--- src/rtl/core/nscc_pkg.sv ---
package nscc_pkg;

    // level class codes
    typedef enum logic [1:0] {
        CLS_BAND   = 2'd0,
        CLS_LEAD   = 2'd1,
        CLS_SHORT  = 2'd2,
        CLS_NORMAL = 2'd3
    } t_class;

    // fault kind codes on the result
    localparam logic [1:0] KIND_NONE       = 2'd0;
    localparam logic [1:0] KIND_LEAD_BREAK = 2'd1;
    localparam logic [1:0] KIND_SHORT      = 2'd2;

    // configuration register indexes
    localparam int unsigned CfgIdxBits = 3;
    localparam int unsigned CfgDataBits = 12;
    localparam logic [CfgIdxBits-1:0] CFG_LEAD_BREAK_MAX  = 3'd0;
    localparam logic [CfgIdxBits-1:0] CFG_SHORT_MIN       = 3'd1;
    localparam logic [CfgIdxBits-1:0] CFG_LATCH_ON_LEVEL  = 3'd2;
    localparam logic [CfgIdxBits-1:0] CFG_LATCH_OFF_LEVEL = 3'd3;
    localparam logic [CfgIdxBits-1:0] CFG_AVERAGE_SHIFT   = 3'd4;
    localparam logic [CfgIdxBits-1:0] CFG_DEBOUNCE_TARGET = 3'd5;

    typedef struct packed {
        logic [11:0] lead_break_max;
        logic [11:0] short_min;
        logic [11:0] latch_on_level;
        logic [11:0] latch_off_level;
        logic [3:0]  average_shift;
        logic [7:0]  debounce_target;
    } t_cfg;

    localparam t_cfg CFG_RESET = '{
        lead_break_max:  12'd100,
        short_min:       12'd3900,
        latch_on_level:  12'd2000,
        latch_off_level: 12'd1500,
        average_shift:   4'd3,
        debounce_target: 8'd4
    };

    // switch word bit positions
    localparam int unsigned SwSuppress = 0;
    localparam int unsigned SwNcA      = 1;
    localparam int unsigned SwNcB      = 2;

endpackage

--- src/rtl/core/namur_sensor_channel_conditioner_core.sv ---
// two-channel namur sensor input evaluation. every input beat carries one raw sample per
// channel and a 3-bit switch word (bit0 fault suppress, bit1/bit2 normally closed for channel
// one/two). each channel runs an exponential average, classifies the level (lead break, short,
// normal, hysteresis band), debounces the class, and drives a sense lamp or, on a stable fault,
// a blinking fault lamp with the fault kind. one beat is taken every clock cycle; its result
// appears in the output register in the following cycle, which is the only thing that can hold off
// the input: s_tready drops only while a result waits and m_tready is low. configuration
// writes take effect on the next beat and are meant to be done while no beat is in flight.
module namur_sensor_channel_conditioner_core
    import nscc_pkg::*;
#(
    parameter int unsigned SAMPLE_BITS           = 12,
    parameter int unsigned LEAD_BREAK_HALF_TICKS = 250,
    parameter int unsigned SHORT_HALF_TICKS      = 100,
    localparam int unsigned InWidth = ((2 * SAMPLE_BITS + 3 + 7) / 8) * 8
) (
    input  logic                   i_clk,
    input  logic                   i_rst_n,
    // input stream
    input  logic                   i_s_tvalid,
    output logic                   o_s_tready,
    // fields from bit 0: sample_a, sample_b, switch_word, zero pad
    input  logic [InWidth-1:0]     i_s_tdata,
    // result stream
    output logic                   o_m_tvalid,
    input  logic                   i_m_tready,
    // fields from bit 0: sense_a, fault_lamp_a, fault_kind_a[1:0],
    // sense_b, fault_lamp_b, fault_kind_b[1:0]
    output logic [7:0]             o_m_tdata,
    // configuration write port
    input  logic                   i_cfg_we,
    input  logic [CfgIdxBits-1:0]  i_cfg_index,
    input  logic [CfgDataBits-1:0] i_cfg_data
);

    // compare width covers both the sample and the 12-bit thresholds
    localparam int unsigned LvlBits = (SAMPLE_BITS > 12) ? SAMPLE_BITS : 12;
    localparam logic [15:0] LbLast = 16'(LEAD_BREAK_HALF_TICKS - 1);
    localparam logic [15:0] ShLast = 16'(SHORT_HALF_TICKS - 1);

    t_cfg       r_cfg;
    logic       r_out_valid;
    logic [7:0] r_out_data;
    logic [7:0] n_out_data;
    logic       w_accept;
    logic       w_suppress;
    logic [1:0] w_nc;
    logic [SAMPLE_BITS-1:0] w_sample [2];
    logic [1:0] w_sense;
    logic [1:0] w_lamp;
    logic [1:0] w_kind [2];

    // ---------------------------------------------------------------
    // handshake: output register parts the two sides
    // ---------------------------------------------------------------
    assign o_s_tready = !r_out_valid || i_m_tready;
    assign w_accept   = i_s_tvalid && o_s_tready;
    assign o_m_tvalid = r_out_valid;
    assign o_m_tdata  = r_out_data;

    // unpack the input beat
    assign w_sample[0] = i_s_tdata[SAMPLE_BITS-1:0];
    assign w_sample[1] = i_s_tdata[2*SAMPLE_BITS-1:SAMPLE_BITS];
    assign w_suppress  = i_s_tdata[2*SAMPLE_BITS+SwSuppress];
    assign w_nc[0]     = i_s_tdata[2*SAMPLE_BITS+SwNcA];
    assign w_nc[1]     = i_s_tdata[2*SAMPLE_BITS+SwNcB];

    // ---------------------------------------------------------------
    // configuration registers
    // ---------------------------------------------------------------
    always_ff @(posedge i_clk) begin
        if (!i_rst_n) begin
            r_cfg <= CFG_RESET;
        end else if (i_cfg_we) begin
            unique case (i_cfg_index)
                CFG_LEAD_BREAK_MAX:  r_cfg.lead_break_max  <= i_cfg_data;
                CFG_SHORT_MIN:       r_cfg.short_min       <= i_cfg_data;
                CFG_LATCH_ON_LEVEL:  r_cfg.latch_on_level  <= i_cfg_data;
                CFG_LATCH_OFF_LEVEL: r_cfg.latch_off_level <= i_cfg_data;
                CFG_AVERAGE_SHIFT:   r_cfg.average_shift   <= i_cfg_data[3:0];
                CFG_DEBOUNCE_TARGET: r_cfg.debounce_target <= i_cfg_data[7:0];
                default: ;  // writes past the register list are dropped
            endcase
        end
    end

    // ---------------------------------------------------------------
    // per-channel evaluation, state updated on every accepted beat
    // ---------------------------------------------------------------
    for (genvar c = 0; c < 2; c++) begin : g_ch
        logic [SAMPLE_BITS-1:0] r_avg;
        t_class                 r_pend;
        t_class                 r_stab;
        logic [7:0]             r_cnt;
        logic                   r_latch;
        logic [15:0]            r_blink;
        // blink_ticks mod half and quotient parity, kept for both half periods
        // so a direct switch between fault kinds stays exact
        logic [15:0]            r_rem_lb;
        logic [15:0]            r_rem_sh;
        logic                   r_par_lb;
        logic                   r_par_sh;

        logic [SAMPLE_BITS-1:0]     n_avg;
        t_class                     n_pend;
        t_class                     n_stab;
        logic [7:0]                 n_cnt;
        logic                       n_latch;
        logic [15:0]                n_blink;
        logic [15:0]                n_rem_lb;
        logic [15:0]                n_rem_sh;
        logic                       n_par_lb;
        logic                       n_par_sh;
        logic signed [SAMPLE_BITS:0] w_diff;
        logic signed [SAMPLE_BITS:0] w_step;
        logic [LvlBits-1:0]         w_lvl;
        t_class                     w_cls;
        logic                       w_fault;
        logic                       w_on;
        logic                       w_off;

        // exponential average; arithmetic shift floors toward minus infinity
        assign w_diff = $signed({1'b0, w_sample[c]}) - $signed({1'b0, r_avg});
        assign w_step = w_diff >>> r_cfg.average_shift;
        assign n_avg  = r_avg + w_step[SAMPLE_BITS-1:0];
        assign w_lvl  = LvlBits'(n_avg);
        assign w_on   = w_lvl >= LvlBits'(r_cfg.latch_on_level);
        assign w_off  = w_lvl <= LvlBits'(r_cfg.latch_off_level);

        always_comb begin
            priority if (w_lvl <= LvlBits'(r_cfg.lead_break_max)) begin
                w_cls = CLS_LEAD;
            end else if (w_lvl >= LvlBits'(r_cfg.short_min)) begin
                w_cls = CLS_SHORT;
            end else if (w_on || w_off) begin
                w_cls = CLS_NORMAL;
            end else begin
                w_cls = CLS_BAND;
            end
        end

        // debounce: saturating run counter
        always_comb begin
            if (w_cls == r_pend) begin
                n_pend = r_pend;
                n_cnt  = (r_cnt < r_cfg.debounce_target) ? r_cnt + 8'd1 : r_cnt;
            end else begin
                n_pend = w_cls;
                n_cnt  = 8'd1;
            end
            n_stab = (n_cnt >= r_cfg.debounce_target) ? n_pend : r_stab;
        end

        assign w_fault = !w_suppress && (n_stab == CLS_LEAD || n_stab == CLS_SHORT);

        always_comb begin
            n_latch  = r_latch;
            n_blink  = 16'd0;
            n_rem_lb = 16'd0;
            n_rem_sh = 16'd0;
            n_par_lb = 1'b0;
            n_par_sh = 1'b0;
            if (!w_fault) begin
                // on-level test wins
                if (w_on) begin
                    n_latch = 1'b1;
                end else if (w_off) begin
                    n_latch = 1'b0;
                end
            end else begin
                n_blink = r_blink + 16'd1;
                // wrap of the tick counter restarts the quotient at zero
                if (n_blink != 16'd0) begin
                    if (r_rem_lb == LbLast) begin
                        n_par_lb = !r_par_lb;
                    end else begin
                        n_rem_lb = r_rem_lb + 16'd1;
                        n_par_lb = r_par_lb;
                    end
                    if (r_rem_sh == ShLast) begin
                        n_par_sh = !r_par_sh;
                    end else begin
                        n_rem_sh = r_rem_sh + 16'd1;
                        n_par_sh = r_par_sh;
                    end
                end
            end
        end

        assign w_sense[c] = !w_fault && (n_latch ^ w_nc[c]);
        assign w_lamp[c]  = w_fault && !((n_stab == CLS_LEAD) ? n_par_lb : n_par_sh);
        assign w_kind[c]  = !w_fault ? KIND_NONE :
                            (n_stab == CLS_LEAD) ? KIND_LEAD_BREAK : KIND_SHORT;

        always_ff @(posedge i_clk) begin
            if (!i_rst_n) begin
                r_avg    <= '0;
                r_pend   <= CLS_BAND;
                r_stab   <= CLS_BAND;
                r_cnt    <= 8'd0;
                r_latch  <= 1'b0;
                r_blink  <= 16'd0;
                r_rem_lb <= 16'd0;
                r_rem_sh <= 16'd0;
                r_par_lb <= 1'b0;
                r_par_sh <= 1'b0;
            end else if (w_accept) begin
                r_avg    <= n_avg;
                r_pend   <= n_pend;
                r_stab   <= n_stab;
                r_cnt    <= n_cnt;
                r_latch  <= n_latch;
                r_blink  <= n_blink;
                r_rem_lb <= n_rem_lb;
                r_rem_sh <= n_rem_sh;
                r_par_lb <= n_par_lb;
                r_par_sh <= n_par_sh;
            end
        end
    end

    // ---------------------------------------------------------------
    // result register
    // ---------------------------------------------------------------
    assign n_out_data = {w_kind[1], w_lamp[1], w_sense[1], w_kind[0], w_lamp[0], w_sense[0]};

    always_ff @(posedge i_clk) begin
        if (!i_rst_n) begin
            r_out_valid <= 1'b0;
        end else if (o_s_tready) begin
            r_out_valid <= i_s_tvalid;
        end
    end

    always_ff @(posedge i_clk) begin
        if (w_accept) begin
            r_out_data <= n_out_data;
        end
    end

`ifndef SYNTHESIS
    // an accepted beat always yields a result beat in the next cycle
    a_accept_gives_result: assert property (@(posedge i_clk) disable iff (!i_rst_n)
        w_accept |=> r_out_valid)
        else $error("accepted beat produced no result");

    // sense lamp and fault lamp never lit together on one channel
    a_lamps_exclusive: assert property (@(posedge i_clk) disable iff (!i_rst_n)
        r_out_valid |-> !(r_out_data[0] && r_out_data[1]) && !(r_out_data[4] && r_out_data[5]))
        else $error("sense and fault lamp both on");

    // fault lamp only with a fault kind, and sense off during a fault
    a_lamp_needs_fault: assert property (@(posedge i_clk) disable iff (!i_rst_n)
        r_out_valid |-> (!r_out_data[1] || r_out_data[3:2] != KIND_NONE)
                     && (r_out_data[3:2] == KIND_NONE || !r_out_data[0])
                     && (!r_out_data[5] || r_out_data[7:6] != KIND_NONE)
                     && (r_out_data[7:6] == KIND_NONE || !r_out_data[4]))
        else $error("lamp state does not match fault kind");

    // fault kind code three is never produced
    a_kind_legal: assert property (@(posedge i_clk) disable iff (!i_rst_n)
        r_out_valid |-> r_out_data[3:2] != 2'd3 && r_out_data[7:6] != 2'd3)
        else $error("illegal fault kind");
`endif

endmodule

--- config.mk ---
export PLATFORM = sky130hd
export DESIGN_NAME = namur_sensor_channel_conditioner_core
export DESIGN_NICKNAME = d
export VERILOG_FILES = /design/src/rtl/core/nscc_pkg.sv /design/src/rtl/core/namur_sensor_channel_conditioner_core.sv
export SDC_FILE = /design/constraint.sdc
export NUM_CORES = 1
export LEC_CHECK = 0
export BUFFER_PORTS_ARGS = -buffer_cell sky130_fd_sc_hd__buf_2
export CAP_MARGIN = 20
export CELL_PAD_IN_SITES_DETAIL_PLACEMENT = 1
export CELL_PAD_IN_SITES_GLOBAL_PLACEMENT = 1
export CORE_ASPECT_RATIO = 1.1
export CORE_MARGIN = 2
export CORE_UTILIZATION = 48
export DETAILED_ROUTE_END_ITERATION = 8
export GPL_ROUTABILITY_DRIVEN = 0
export PLACE_DENSITY = 0.83
export SKIP_LAST_GASP = 1
export SLEW_MARGIN = 20
export SYNTH_ARGS = -nofsm -noshare
export SYNTH_HDL_FRONTEND = slang
export SYNTH_SLANG_ARGS = --single-unit
--- constraint.sdc ---
create_clock -name i_clk -period 12.7 [get_ports i_clk]
set_clock_uncertainty 0.05 [all_clocks]
set_input_delay 1.27 -clock i_clk [delete_from_list [all_inputs] [get_ports i_clk]]
set_output_delay 1.27 -clock i_clk [all_outputs]
set_load 0.05 [all_outputs]
After elaboration in Yosys (flattened, before gate mapping)

Cells that the tools add are included.

Bits in registers: 219
Input port bits: 52
Output and inout port bits: 10
Word-level logic and storage cells: 154

Add/sub/neg operators: 12
Order comparisons: 12
Equality and inequality tests: 15
Shifts and indexed selects: 2
Muxes and demuxes: 50
Bitwise operators: 2
Reduce and logical (&&, ||, !) cells: 31

Operators by type and width:

| kind                                                                    | number |
|---|---|
| 16-bit two-way mux                                                      | 14 |
| 16-bit by 1-bit adder with 16-bit output (second input constant)        | 6 |
| 12-bit >= comparator                                                    | 4 |
| 12-bit less-or-equal comparator                                         | 4 |
| 16-bit by 7-bit equality test with 1-bit output (second input constant) | 2 |
| 16-bit by 8-bit equality test with 1-bit output (second input constant) | 2 |
| 8-bit two-way mux                                                       | 4 |
| 16-bit nonzero test                                                     | 2 |
| 13-bit by 4-bit >>> shifter with 12-bit output                          | 2 |
| 12-bit by 12-bit subtractor with 13-bit output                          | 2 |
| 12-bit adder                                                            | 2 |
| 2-bit two-way mux                                                       | 12 |
| 1-bit two-way mux                                                       | 20 |
| 8-bit by 1-bit adder with 8-bit output (second input constant)          | 2 |
| 8-bit >= comparator                                                     | 2 |
| 8-bit < comparator                                                      | 2 |
| 2-bit AND reduction                                                     | 6 |
| 1-bit zero test                                                         | 10 |
| 1-bit logical AND                                                       | 7 |
| 3-bit by 2-bit equality test with 1-bit output (second input constant)  | 2 |
| 3-bit equality test (second input constant)                             | 2 |
| 1-bit logical OR                                                        | 5 |
| 2-bit by 1-bit equality test with 1-bit output (second input constant)  | 2 |
| 2-bit equality test                                                     | 2 |
| other kinds (4)                                                         | 6 |

Longest topological paths before layout

Gate-level depths: netlist of run 1.

Word-level depth: 19
Gate-level depth with buffers: 52
Mapped depth without buffers: 49

Worst setup path before layout of run 1

OpenSTA, ideal clock, no wires.

Kind: input port to flip-flop
From: in i_s_tdata[13]
To: reg g_ch[1].r_rem_sh[7]
Library setup time: 0.101 ns
Data arrival time: 11.042 ns
Data required time: 12.549 ns
Setup slack: 1.507 ns
Stages: 46
Path buffers: 3
Cell sequence: ha_1 > nor2b_1 > o2111a_1 > o41a_1 > or4_1 > o311ai_1 > mux2i_1 > mux2_2 > o211a_1 > a221oi_1 > ha_1 > inv_1 > fa_1 > nor2b_1 > o21ai_0 > a21boi_0 > o21ai_0 > nand2b_1 > [10 not listed] > buf_6 > clkbuf_1 > a21oi_1 > ha_1 > nand2b_1 > a21o_1 > a21o_1 > a211o_1 > a21oi_1 > o21ai_0 > mux2_2 > ha_1 > nor2_1 > nand2_1 > a21oi_2 > nand3_1 > buf_2 > o41ai_1

Word-level cells in the longest chain between the ends: 16
Elaborated cells on any way between the ends: 21
Those cells by class: add/sub: 2; order compare: 5; eq/ne: 3; shift: 1; mux: 7; reduce/logical: 3

RTL lines:

| item                                                                                  | line                                                                                       | text |
|---|---|---|
| from (decl)                                                                           | namur_sensor_channel_conditioner_core.sv:23                                                | `input logic [InWidth-1:0] i_s_tdata,` |
| 12-bit by 12-bit subtractor with 13-bit output (*)                                    | namur_sensor_channel_conditioner_core.sv:123                                               | `assign w_diff = $signed({1'b0, w_sample[c]}) - $signed({1'b0, r_avg});` |
| 13-bit by 4-bit >>> shifter with 12-bit output (*)                                    | namur_sensor_channel_conditioner_core.sv:124                                               | `assign w_step = w_diff >>> r_cfg.average_shift;` |
| 12-bit adder (*)                                                                      | namur_sensor_channel_conditioner_core.sv:125                                               | `assign n_avg = r_avg + w_step[SAMPLE_BITS-1:0];` |
| net g_ch[1].n_avg[10]                                                                 | namur_sensor_channel_conditioner_core.sv:104                                               | `logic [SAMPLE_BITS-1:0] n_avg;` |
| 12-bit >= comparator or 12-bit less-or-equal comparator (tied branches)               | namur_sensor_channel_conditioner_core.sv:127, namur_sensor_channel_conditioner_core.sv:128 |  |
| 1-bit logical OR                                                                      | namur_sensor_channel_conditioner_core.sv:135                                               | `end else if (w_on \|\| w_off) begin` |
| 2-bit two-way mux                                                                     | namur_sensor_channel_conditioner_core.sv:135                                               |  |
| 2-bit two-way mux                                                                     | namur_sensor_channel_conditioner_core.sv:133                                               | `end else if (w_lvl >= LvlBits'(r_cfg.short_min)) begin` |
| [2 not listed]                                                                        | n/a                                                                                        |  |
| 8-bit two-way mux                                                                     | namur_sensor_channel_conditioner_core.sv:144                                               | `if (w_cls == r_pend) begin` |
| 8-bit >= comparator                                                                   | namur_sensor_channel_conditioner_core.sv:151                                               | `n_stab = (n_cnt >= r_cfg.debounce_target) ? n_pend : r_stab;` |
| 2-bit two-way mux (*)                                                                 | namur_sensor_channel_conditioner_core.sv:151                                               |  |
| net g_ch[1].n_stab[0]                                                                 | namur_sensor_channel_conditioner_core.sv:106                                               | `t_class n_stab;` |
| 2-bit by 1-bit equality test with 1-bit output or 2-bit equality test (tied branches) | namur_sensor_channel_conditioner_core.sv:154                                               | `assign w_fault = !w_suppress && (n_stab == CLS_LEAD \|\| n_stab == CLS_SHORT);` |
| 1-bit logical OR (*)                                                                  | namur_sensor_channel_conditioner_core.sv:154                                               |  |
| 1-bit logical AND (*)                                                                 | namur_sensor_channel_conditioner_core.sv:154                                               |  |
| 16-bit two-way mux (*)                                                                | namur_sensor_channel_conditioner_core.sv:163                                               | `if (!w_fault) begin` |
| to (signal assigned)                                                                  | namur_sensor_channel_conditioner_core.sv:215                                               | `r_rem_sh <= n_rem_sh;` |
| to (decl)                                                                             | namur_sensor_channel_conditioner_core.sv:100                                               | `logic [15:0] r_rem_sh;` |

The timed path passes the listed nets; every way through them passes the cells marked *.
A chain may end at the register's enable or synchronous reset.

Worst setup path after layout of run 1

From: in i_s_tdata[13]
To: reg g_ch[1].r_rem_sh[2]

Word-level cells in the longest chain between the ends: 16
Elaborated cells on any way between the ends: 21
Those cells by class: add/sub: 2; order compare: 5; eq/ne: 3; shift: 1; mux: 7; reduce/logical: 3

RTL lines:

| item                                                                                  | line                                                                                       | text |
|---|---|---|
| 12-bit by 12-bit subtractor with 13-bit output (*)                                    | namur_sensor_channel_conditioner_core.sv:123                                               |  |
| 13-bit by 4-bit >>> shifter with 12-bit output (*)                                    | namur_sensor_channel_conditioner_core.sv:124                                               |  |
| 12-bit adder (*)                                                                      | namur_sensor_channel_conditioner_core.sv:125                                               |  |
| net g_ch[1].n_avg[10]                                                                 | namur_sensor_channel_conditioner_core.sv:104                                               |  |
| 12-bit >= comparator or 12-bit less-or-equal comparator (tied branches)               | namur_sensor_channel_conditioner_core.sv:127, namur_sensor_channel_conditioner_core.sv:128 |  |
| 1-bit logical OR                                                                      | namur_sensor_channel_conditioner_core.sv:135                                               |  |
| 2-bit two-way mux                                                                     | namur_sensor_channel_conditioner_core.sv:135                                               |  |
| 2-bit two-way mux                                                                     | namur_sensor_channel_conditioner_core.sv:133                                               |  |
| [3 not listed]                                                                        | n/a                                                                                        |  |
| net g_ch[1].n_cnt[1]                                                                  | namur_sensor_channel_conditioner_core.sv:107                                               | `logic [7:0] n_cnt;` |
| 8-bit >= comparator (*)                                                               | namur_sensor_channel_conditioner_core.sv:151                                               |  |
| 2-bit two-way mux (*)                                                                 | namur_sensor_channel_conditioner_core.sv:151                                               |  |
| net g_ch[1].n_stab[0]                                                                 | namur_sensor_channel_conditioner_core.sv:106                                               |  |
| 2-bit by 1-bit equality test with 1-bit output or 2-bit equality test (tied branches) | namur_sensor_channel_conditioner_core.sv:154                                               |  |
| 1-bit logical OR (*)                                                                  | namur_sensor_channel_conditioner_core.sv:154                                               |  |
| 1-bit logical AND (*)                                                                 | namur_sensor_channel_conditioner_core.sv:154                                               |  |
| 16-bit two-way mux (*)                                                                | namur_sensor_channel_conditioner_core.sv:163                                               |  |

Marked as above.

==> impl_metrics.py, run 1 <==
metrics = {
    "cells_and_area": {
        "fin_cells": 2600,
        "area_growth_syn_to_layout_pct": 9.901,
        "fin_nets": 2388,
        "drive_above_1_share": 0.08533,
        "num-fill-cells": 4223,
        "n_antenna_cell": 0,
    },
    "clock_network": {
        "clock_latency_ns": 0.56,
        "clk_path_buf_depth": 3,
        "cts_max_level": 1,
        "numCtsBuffers": 27,
        "cts_tree": "done",
        "clockRootBuffer": "clkbuf_16",
        "clkTransAtPathRegs_ns": 0.06,
        "clkSinkCount": 219,
    },
    "detailed_routing": {
        "vias": 15990,
        "drt-initial-drc-count": 842,
        "wl_met1_um": 21450,
        "ant_nets": 0,
        "finalWirelength_um": 49730,
        "wl_met2_um": 24870,
        "vias_per_cell": 6.151,
        "wl_per_cell_um": 19.13,
        "met3_length_um": 1630,
        "drtPass1Iterations": 7,
        "top_layer": "met4",
        "drc_errors": 0,
    },
    "yosys": {
        "synth.most_common_cell": "nand2_1",
        "syn_area_um2": 16360,
        "yosysSeqAreaShare": 0.2728,
        "synth_flop_cell": "dfxtp_1",
        "synthCells": 2130,
        "synth_edf_count": 8,
        "ys_top_cells_by_area": "dfxtp_1 (26%), ha_1 (14%), a21oi_1 (6.2%)",
        "ys_ff_latch": 219,
        "syn_area_per_cell_um2": 7.683,
        "synth_fp_nets": 2370,
        "synth_top_area_cell": "dfxtp_1",
        "synth_cell_types": 82,
        "ys_warn_count": 0,
        "ys_top_cells_by_count": "nand2_1 (232), nor2_1 (226), dfxtp_1 (211), a21oi_1 (203), ha_1 (184)",
        "synthArstFlopShare": 0,
        "yosys.area.top_type_share": 0.2581,
    },
    "setup_path": {
        "cp_max_fo": 12,
        "worstPathArrival_ns": 12.46,
        "crit_top_cell": "ha_1",
        "end_kind": "flip-flop",
        "cp.required_ns": 13.11,
        "path_class": "in -> reg",
        "cpPeakStageDelay_ns": 0.48,
        "startpoint_type": "input pin",
        "slowest_stage": "or4_1",
    },
    "sta": {
        "fmax_mhz": 82.96,
        "tightest_slew_ns": 0.9651,
        "maxSlewHeadroom": 0.3566,
        "period_share": 0.9492,
        "postLayoutSetupSlackWorst_ns": 0.6456,
        "timing.final.hold_violations": 0,
        "whs_ns": 0.4045,
        "final_max_slew_viol_count": 0,
        "finalSetupViolCount": 0,
        "min_period_ns": 12.05,
        "rsz0062_at_grt": "false",
        "tns_ns": 0,
    },
    "global_routing": {
        "track_usage": 0.2731,
        "grt.overflow.total": 0,
        "grt_max_degree": 80,
        "antenna_found_initial": 0,
        "grt_pass1_wl_um": 81340,
        "grt_pass1_vias": 16490,
    },
    "power": {
        "p_int_mw": 2.402,
        "total_power_mw": 4.581,
        "p_leak_nw": 7.228,
        "vdd_drop_max_uv": 134.3,
        "p_clk_frac": 0.175,
        "switching_share": 0.4756,
        "switching_power_mw": 2.179,
        "p_per_area_nw_per_um2": 254.7,
        "power_frac_seq": 0.174,
        "power_frac_comb": 0.651,
    },
    "die": {
        "core_area_um2": 33460,
        "die-area_um2": 35590,
        "initial_core_util": 0.4891,
        "die_h_um": 197.7,
        "fp-row-count": 70,
        "num_io_pins": 62,
        "die_w_um": 180.1,
    },
    "placement": {
        "port_buffers": 56,
        "dp_hpwl_um": 36100,
        "dp_cells": 2551,
        "pre_cts_slack_ns": -0.03685,
    },
    "min_path": {
        "worstHoldPathType": "reg -> reg",
    },
    "run": {
        "maxCapViolCount": 0,
    },
    "outcome": {
        "outcome": "finished clean",
    },
}
## registers in the layout (all words and copies together), names as in the netlist, 4 cells and up
register and cells:
g_ch.r_blink 32, r_cfg 60, g_ch.r_avg 24, g_ch.r_pend 4, g_ch.r_cnt 16, o_m_tdata 8
g_ch.r_rem_sh 32, g_ch.r_rem_lb 32, g_ch.r_stab 4
## worst paths after layout
path,start,to,slack (ns),cells after the start
max reg2reg,g_ch[1].r_avg[1],g_ch[1].r_rem_sh[2],0.93,47
max,i_s_tdata[13],g_ch[1].r_rem_sh[2],0.65,47
min reg2reg,r_cfg[25],r_cfg[25],0.40,2
min,r_cfg[25],r_cfg[25],0.40,2
## stage by stage
step	area (um2)	util
final	17980	0.5375
after global routing	17980	0.5375
after CTS	17950	0.5366
after detailed placement	17040	0.5093
after global placement	17040	0.5092
after floorplan	16360	-
## cells by family after synthesis
logic type / after synthesis / share of synthesized area
buffers and inverters: 200 / 0.04664
adder cells (fa/ha/maj): 188 / 0.1456
multiplexers: 55 / 0.03594
XOR/XNOR: 63 / 0.03372
AND/OR/NAND/NOR: 835 / 0.2486
AO/OA/AOI/OAI: 570 / 0.2167
flip-flops: 219 / 0.2728
## timing repair
action                     4_1_cts  5_1_grt
gates resized for setup          0        5
setup endpoints to repair        0       35
buffers inserted                 0        0
hold buffers                     0        0
## power by group through the flow
stage | clock network (mW) | logic [mW] | registers [mW]
final | 0.801 | 2.98 | 0.797
after global routing | 0.838 | 3.31 | 0.804
after CTS | 0.815 | 2.95 | 0.797
after detailed placement | 0 | 2.91 | 0.811
after global placement | 0 | 2.72 | 0.808
after floorplan | 0 | 2.00 | 0.818
## critical path: cells and delay by family
kind	cells	cell delay, ns
AO/OA/AOI/OAI	23	5.19
XOR/XNOR	1	0.31
adder cells (fa/ha/maj)	6	1.75
multiplexers	3	0.90
buffers and inverters	3	0.40
AND/OR/NAND/NOR	11	2.64
## cells in the final DEF, fill, tap and decap left out, drive strengths merged, types with 34 or more instances in the layout
cell and instances:
nand2 232, nor2 226, dfxtp 211, a21oi 204, ha 184, o21ai 132, inv 105, buf 85
nand3 70, nor3 48, o211ai 47, xnor2 40, and3 39, clkbuf 39, mux2i 34
## final cells by class
| cell class | instances | area, um2 | share of cell area |
|---|---|---|---|
| Multi-Input combinational cell | 1711 | 11170 | 0.6213 |
| Sequential cell | 219 | 4464 | 0.2482 |
| Clock buffer | 39 | 790.8 | 0.04397 |
| Tap cell | 432 | 540.5 | 0.03005 |
| Timing Repair Buffer | 85 | 498.0 | 0.02769 |
| Inverter | 104 | 395.4 | 0.02198 |
| Clock inverter | 10 | 121.4 | 0.006748 |
## per-layer routing
| metal | GRT usage | vias to the layer above |
|---|---|---|
| met2 | 0.5038 | 278 |
| met1 | 0.3233 | 7846 |
| met3 | 0.02950 | 113 |
| met4 | 0.1105 | 0 |
| li1 | - | 7756 |
| met5 | 0 | - |
Note: power is estimated with default switching activity, not from simulation.
==> run 2, diff against run 1 <==
CELL_PAD_IN_SITES_DETAIL_PLACEMENT = default   (was 1)
CELL_PAD_IN_SITES_GLOBAL_PLACEMENT = default   (was 1)
CORE_UTILIZATION = 50   (was 48)
CTS_CLUSTER_SIZE = 10   (was default)
PLACE_DENSITY = 0.68   (was 0.83)
==> run 2 against run 1 <==
- via count shrank 3.0%
- first-iteration DRC count grew 34%
- largest cell class unchanged
- critical path depth is the same
- routed wire length shrank 14%
- critical path type unchanged
- flip-flop and latch count is the same
- largest power group unchanged
- count of clock-buffer cells in the layout shrank 1
- global-route usage shrank 2.7 points
==> impl_metrics.py, run 2 (same netlist as run 1, synthesis figures left out) <==
metrics = {
    "sta": {
        "maxSlewHeadroom": 0.3996,
        "timing.final.hold_violations": 0,
        "tns_ns": 0,
        "finalSetupViolCount": 0,
        "fmax_mhz": 84.36,
        "final_max_slew_viol_count": 0,
        "min_period_ns": 11.85,
        "rsz0062_at_grt": "false",
        "tightest_slew_ns": 0.8997,
        "whs_ns": 0.4070,
        "period_share": 0.9333,
    },
    "min_path": {
        "worstHoldPathType": "reg -> reg",
    },
    "detailed_routing": {
        "drtPass1Iterations": 5,
        "drt-initial-drc-count": 1125,
        "finalWirelength_um": 42760,
        "drc_errors": 0,
        "ant_nets": 0,
        "vias": 15510,
        "vias_per_cell": 5.995,
        "wl_per_cell_um": 16.52,
    },
    "setup_path": {
        "cpPeakStageDelay_ns": 0.49,
        "crit_path_end": "g_ch[1].r_rem_lb[15]",
        "startpoint": "i_s_tdata[13]",
        "worstPathArrival_ns": 12.25,
        "path_class": "in -> reg",
        "startpoint_type": "input pin",
        "r2r_start": "g_ch[1].r_avg[1]",
        "cp_max_fo": 12,
        "end_kind": "flip-flop",
        "slowest_stage": "or4_1",
        "reg2reg_depth": 47,
        "r2r_end": "g_ch[1].r_rem_lb[15]",
        "cp.required_ns": 13.10,
        "crit_top_cell": "ha_1",
        "r2r_slack_ns": 1.16,
    },
    "clock_network": {
        "cts_max_level": 1,
        "clkSinkCount": 219,
        "numCtsBuffers": 28,
        "clk_path_buf_depth": 3,
        "ctsHoldBuffers": 0,
        "cts_tree": "done",
        "clock_latency_ns": 0.54,
        "cts_setup_buffers": 0,
        "clkTransAtPathRegs_ns": 0.05,
        "clockRootBuffer": "clkbuf_16",
    },
    "cells_and_area": {
        "multiInputGateArea_um2": 11150,
        "drive_above_1_share": 0.08094,
        "regMostFlops": "r_cfg",
        "largest_reg_flops": 60,
        "final_cell_mix": "nand2_1 (231), nor2_1 (225), dfxtp_1 (211)",
        "fin_nets": 2389,
        "area_growth_syn_to_layout_pct": 9.175,
        "fin_cells": 2588,
        "final_common_cell": "nand2_1",
        "seq_area_um2": 4464,
        "n_antenna_cell": 0,
        "num-fill-cells": 3040,
    },
    "die": {
        "num_io_pins": 62,
        "core_area_um2": 32290,
        "die-area_um2": 34190,
        "die_w_um": 176.5,
        "initial_core_util": 0.5068,
        "die_h_um": 193.7,
        "fp-row-count": 69,
    },
    "global_routing": {
        "use_met1": 0.3266,
        "grtUsageMet2": 0.4122,
        "grt_max_degree": 78,
        "track_usage": 0.2459,
        "grt_pass1_wl_um": 71340,
        "grt_pass1_vias": 14630,
        "grtUsageMet3": 0.02588,
        "antenna_found_initial": 0,
        "grt.overflow.total": 0,
        "busiest_layer": "met2",
    },
    "power": {
        "p_per_area_nw_per_um2": 244.5,
        "p_leak_nw": 7.179,
        "vdd_drop_max_uv": 111.9,
    },
    "placement": {
        "dp_hpwl_um": 31130,
        "dp_cells": 2545,
        "port_buffers": 56,
    },
    "outcome": {
        "outcome": "finished clean",
    },
    "run": {
        "maxCapViolCount": 0,
    },
}
[run 2: changes by cell type in the layout (fill, tap and decap cells not counted), moves of 2 or more]
cell | previous run | this run
bufinv_16 | 2 | 0
clkbuf_16 | 27 | 29
clkbuf_8 | 7 | 3
clkinv_2 | 1 | 3
clkinvlp_4 | 4 | 1
o41ai_1 | 2 | 4
o41ai_2 | 2 | 0
[run 2: final cells by class]
cell class,instances,share of cell area
clock buffers,38,0.04419
flip-flops and latches,219,0.2499
clock inverters,5,0.001751
repair buffers,85,0.02787
multi-input cells,1711,0.6243
well taps,426,0.02983
inverters,104,0.02213
[run 2: timing repair]
item | 4_1_cts | 5_1_grt
setup endpoints to repair | 0 | 14
endpoints found under the hold margin | 0 | 0
resized for setup | 0 | 2
[run 2: per-layer routing]
| layer | part of all wire | routed length, um |
|---|---|---|
| met2 | 0.46 | 19840 |
| met1 | 0.46 | 19460 |
| met5 | 0 | 0 |
| met4 | 0.033 | 1414 |
| met3 | 0.048 | 2046 |
[run 2: worst min path at each step]
stage,from,end,slack (ns),cells past startpoint
5_1_grt,r_cfg[49],r_cfg[49],0.43,2
6_report,r_cfg[43],r_cfg[43],0.41,2
3_3_place_gp,g_ch[0].r_stab[1],g_ch[0].r_stab[1],0.39,2
4_1_cts,r_cfg[55],r_cfg[55],0.41,2
3_5_place_dp,r_cfg[55],r_cfg[55],0.40,2
2_1_floorplan,g_ch[1].r_rem_sh[15],g_ch[1].r_rem_sh[15],0.38,1
[run 2: stage by stage]
| step | util | cell area, um2 | power, mW | setup WS (ns) |
|---|---|---|---|---|
| 2_1_floorplan | - | 16360 | 2.822 | 1.507 |
| 3_3_place_gp | 0.5274 | 17030 | 3.486 | 0.4137 |
| 3_5_place_dp | 0.5275 | 17030 | 3.602 | 0.1529 |
| 4_1_cts | 0.5529 | 17850 | 4.350 | 0.6893 |
| 5_1_grt | 0.5533 | 17870 | 4.758 | 0.05576 |
| 6_report | 0.5533 | 17870 | 4.369 | 0.8465 |
[run 2: where the power goes]
group	internal, mW	switching, mW
Clock	0.427	0.301
Combinational	1.15	1.69
Sequential	0.752	0.0441
Total	2.33	2.04
[run 2: critical path: cells and delay by family]
kind                     cells  cell delay (ns)
XOR/XNOR                     1             0.13
AND/OR/NAND/NOR             11             2.50
buffers and inverters        3             0.33
multiplexers                 3             0.87
AO/OA/AOI/OAI               23             5.47
adder cells (fa/ha/maj)      6             1.65
==> run 3, diff against run 2 <==
RECOVER_POWER = 100   (was default)
==> run 3 against run 2 <==
- the run now ends with max-capacitance violations, max-slew violations left
- hold slack about the same
- flip-flop and latch count unchanged
- via count barely moved
- sequential share of layout area is 0.097 points higher
- maximum frequency decreased by 0.16%
- non-clock buffer count unchanged
- clock power barely moved
- utilization shrank 0.21 points
- critical path depth unchanged
- worst setup slack worse by 0.018 ns
- global-route usage did not move
- sequential power barely moved
- critical path type unchanged
- largest power group unchanged
==> impl_metrics.py, run 3 (same netlist as run 1, synthesis figures left out) <==
metrics = {
    "power": {
        "p_per_area_nw_per_um2": 243.7,
        "vdd_drop_max_uv": 109.8,
        "total_power_mw": 4.336,
        "p_leak_nw": 7.084,
    },
    "sta": {
        "period_share": 0.9348,
        "tns_ns": 0,
        "rsz0062_at_grt": "false",
        "finalSetupViolCount": 0,
        "min_period_ns": 11.87,
        "final_max_slew_viol_count": 169,
        "maxSlewHeadroom": -1.295,
        "tightest_slew_ns": 3.442,
        "timing.final.hold_violations": 0,
        "fmax_mhz": 84.23,
    },
    "placement": {
        "port_buffers": 56,
        "placed_cell_area_um2": 17030,
        "dp_hpwl_um": 31130,
        "dp_cells": 2545,
    },
    "min_path": {
        "worstHoldPathType": "reg -> reg",
    },
    "setup_path": {
        "end_kind": "flip-flop",
        "crit_top_cell": "ha_1",
        "startpoint_type": "input pin",
        "cp_max_fo": 12,
        "path_class": "in -> reg",
        "path_delay_family": "compound AO/OA/AOI/OAI gates",
        "cpPeakStageDelay_ns": 0.49,
        "cp.required_ns": 13.09,
        "slowest_stage": "or4_1",
        "worstPathArrival_ns": 12.27,
        "crit_buf_inv": 3,
    },
    "die": {
        "die_h_um": 193.7,
        "fp-row-count": 69,
        "core_area_um2": 32290,
        "die_w_um": 176.5,
        "num_io_pins": 62,
        "initial_core_util": 0.5068,
        "die-area_um2": 34190,
    },
    "detailed_routing": {
        "vias_per_cell": 5.998,
        "drtPass1Iterations": 5,
        "drt-initial-drc-count": 1137,
        "finalWirelength_um": 42790,
        "wl_per_cell_um": 16.53,
        "drc_errors": 0,
        "vias": 15520,
        "ant_nets": 0,
    },
    "cells_and_area": {
        "final_cell_mix": "nand2_1 (232), nor2_1 (225), dfxtp_1 (211)",
        "n_antenna_cell": 0,
        "fin_cells": 2588,
        "regMostFlops": "r_cfg",
        "seq_area_um2": 4464,
        "fin_nets": 2389,
        "num-fill-cells": 3055,
        "final_util": 0.5512,
        "largest_reg_flops": 60,
        "final_common_cell": "nand2_1",
        "final_cell_area_um2": 17800,
        "drive_above_1_share": 0.06799,
        "multiInputGateArea_um2": 11150,
        "area_growth_syn_to_layout_pct": 8.755,
    },
    "run": {
        "maxCapViolCount": 3,
    },
    "clock_network": {
        "clock_latency_ns": 0.54,
        "numCtsBuffers": 28,
        "cts_tree": "done",
        "cts_setup_buffers": 0,
        "clkTransAtPathRegs_ns": 0.05,
        "cts_max_level": 1,
        "clkSinkCount": 219,
        "ctsResizeCount": 0,
        "clk_path_buf_depth": 3,
        "ctsHoldBuffers": 0,
        "clockRootBuffer": "clkbuf_16",
    },
    "global_routing": {
        "grt_pass1_wl_um": 71340,
        "track_usage": 0.2459,
        "grt.overflow.total": 0,
        "antenna_found_initial": 0,
        "grt_max_degree": 78,
        "grt_pass1_vias": 14630,
    },
    "outcome": {
        "outcome": "complete, but fails checks",
        "violations": "max-capacitance violations, max-slew violations",
    },
}
run 3: metal layers:
metal,track usage,part of all wire
met4,0.08693,0.033
met1,0.3266,0.46
met5,0,0
met2,0.4122,0.46
met3,0.02588,0.046
run 3: power by group:
group	internal [mW]	switching (mW)	leakage (nW)
clock network	0.427	0.300	0.402
registers	0.752	0.0444	1.79
logic	1.12	1.69	4.89
total	2.30	2.03	7.08
run 3: final timing paths:
kind                         start              endpoint  slack [ns]  cells after the start
setup / recovery     i_s_tdata[13]  g_ch[1].r_rem_lb[15]        0.83                     47
hold / removal           r_cfg[56]             r_cfg[56]        0.41                      2
setup reg to reg  g_ch[1].r_avg[1]  g_ch[1].r_rem_lb[15]        1.14                     47
hold reg to reg          r_cfg[56]             r_cfg[56]        0.41                      2
run 3: final cells by class:
type | instances | share of cell area
Multi-Input combinational cell | 1711 | 0.6266
Sequential cell | 219 | 0.2508
Clock buffer | 38 | 0.04436
Tap cell | 426 | 0.02995
Timing Repair Buffer | 85 | 0.02433
Inverter | 104 | 0.02215
Clock inverter | 5 | 0.001758
run 3: worst register-to-register path: cells and delay by family, from the launching register on:
kind / cells / cell delay (ns)
xor gates and xnor gates: 1 / 0.13
buffers and inverters: 3 / 0.33
AOI/OAI and AO/OA: 23 / 5.49
adders and majority gates: 6 / 1.67
and+or+nand+nor: 11 / 2.51
DFF: 1 / 0.41
muxes: 3 / 0.87
run 3: through the flow:
stage          hold slack [ns]  setup slack, ns
3_5_place_dp            0.3991           0.1529
3_3_place_gp            0.3920           0.4137
2_1_floorplan           0.3836            1.507
5_1_grt                 0.4272          0.05185
6_report                0.4067           0.8281
4_1_cts                 0.4066           0.6893
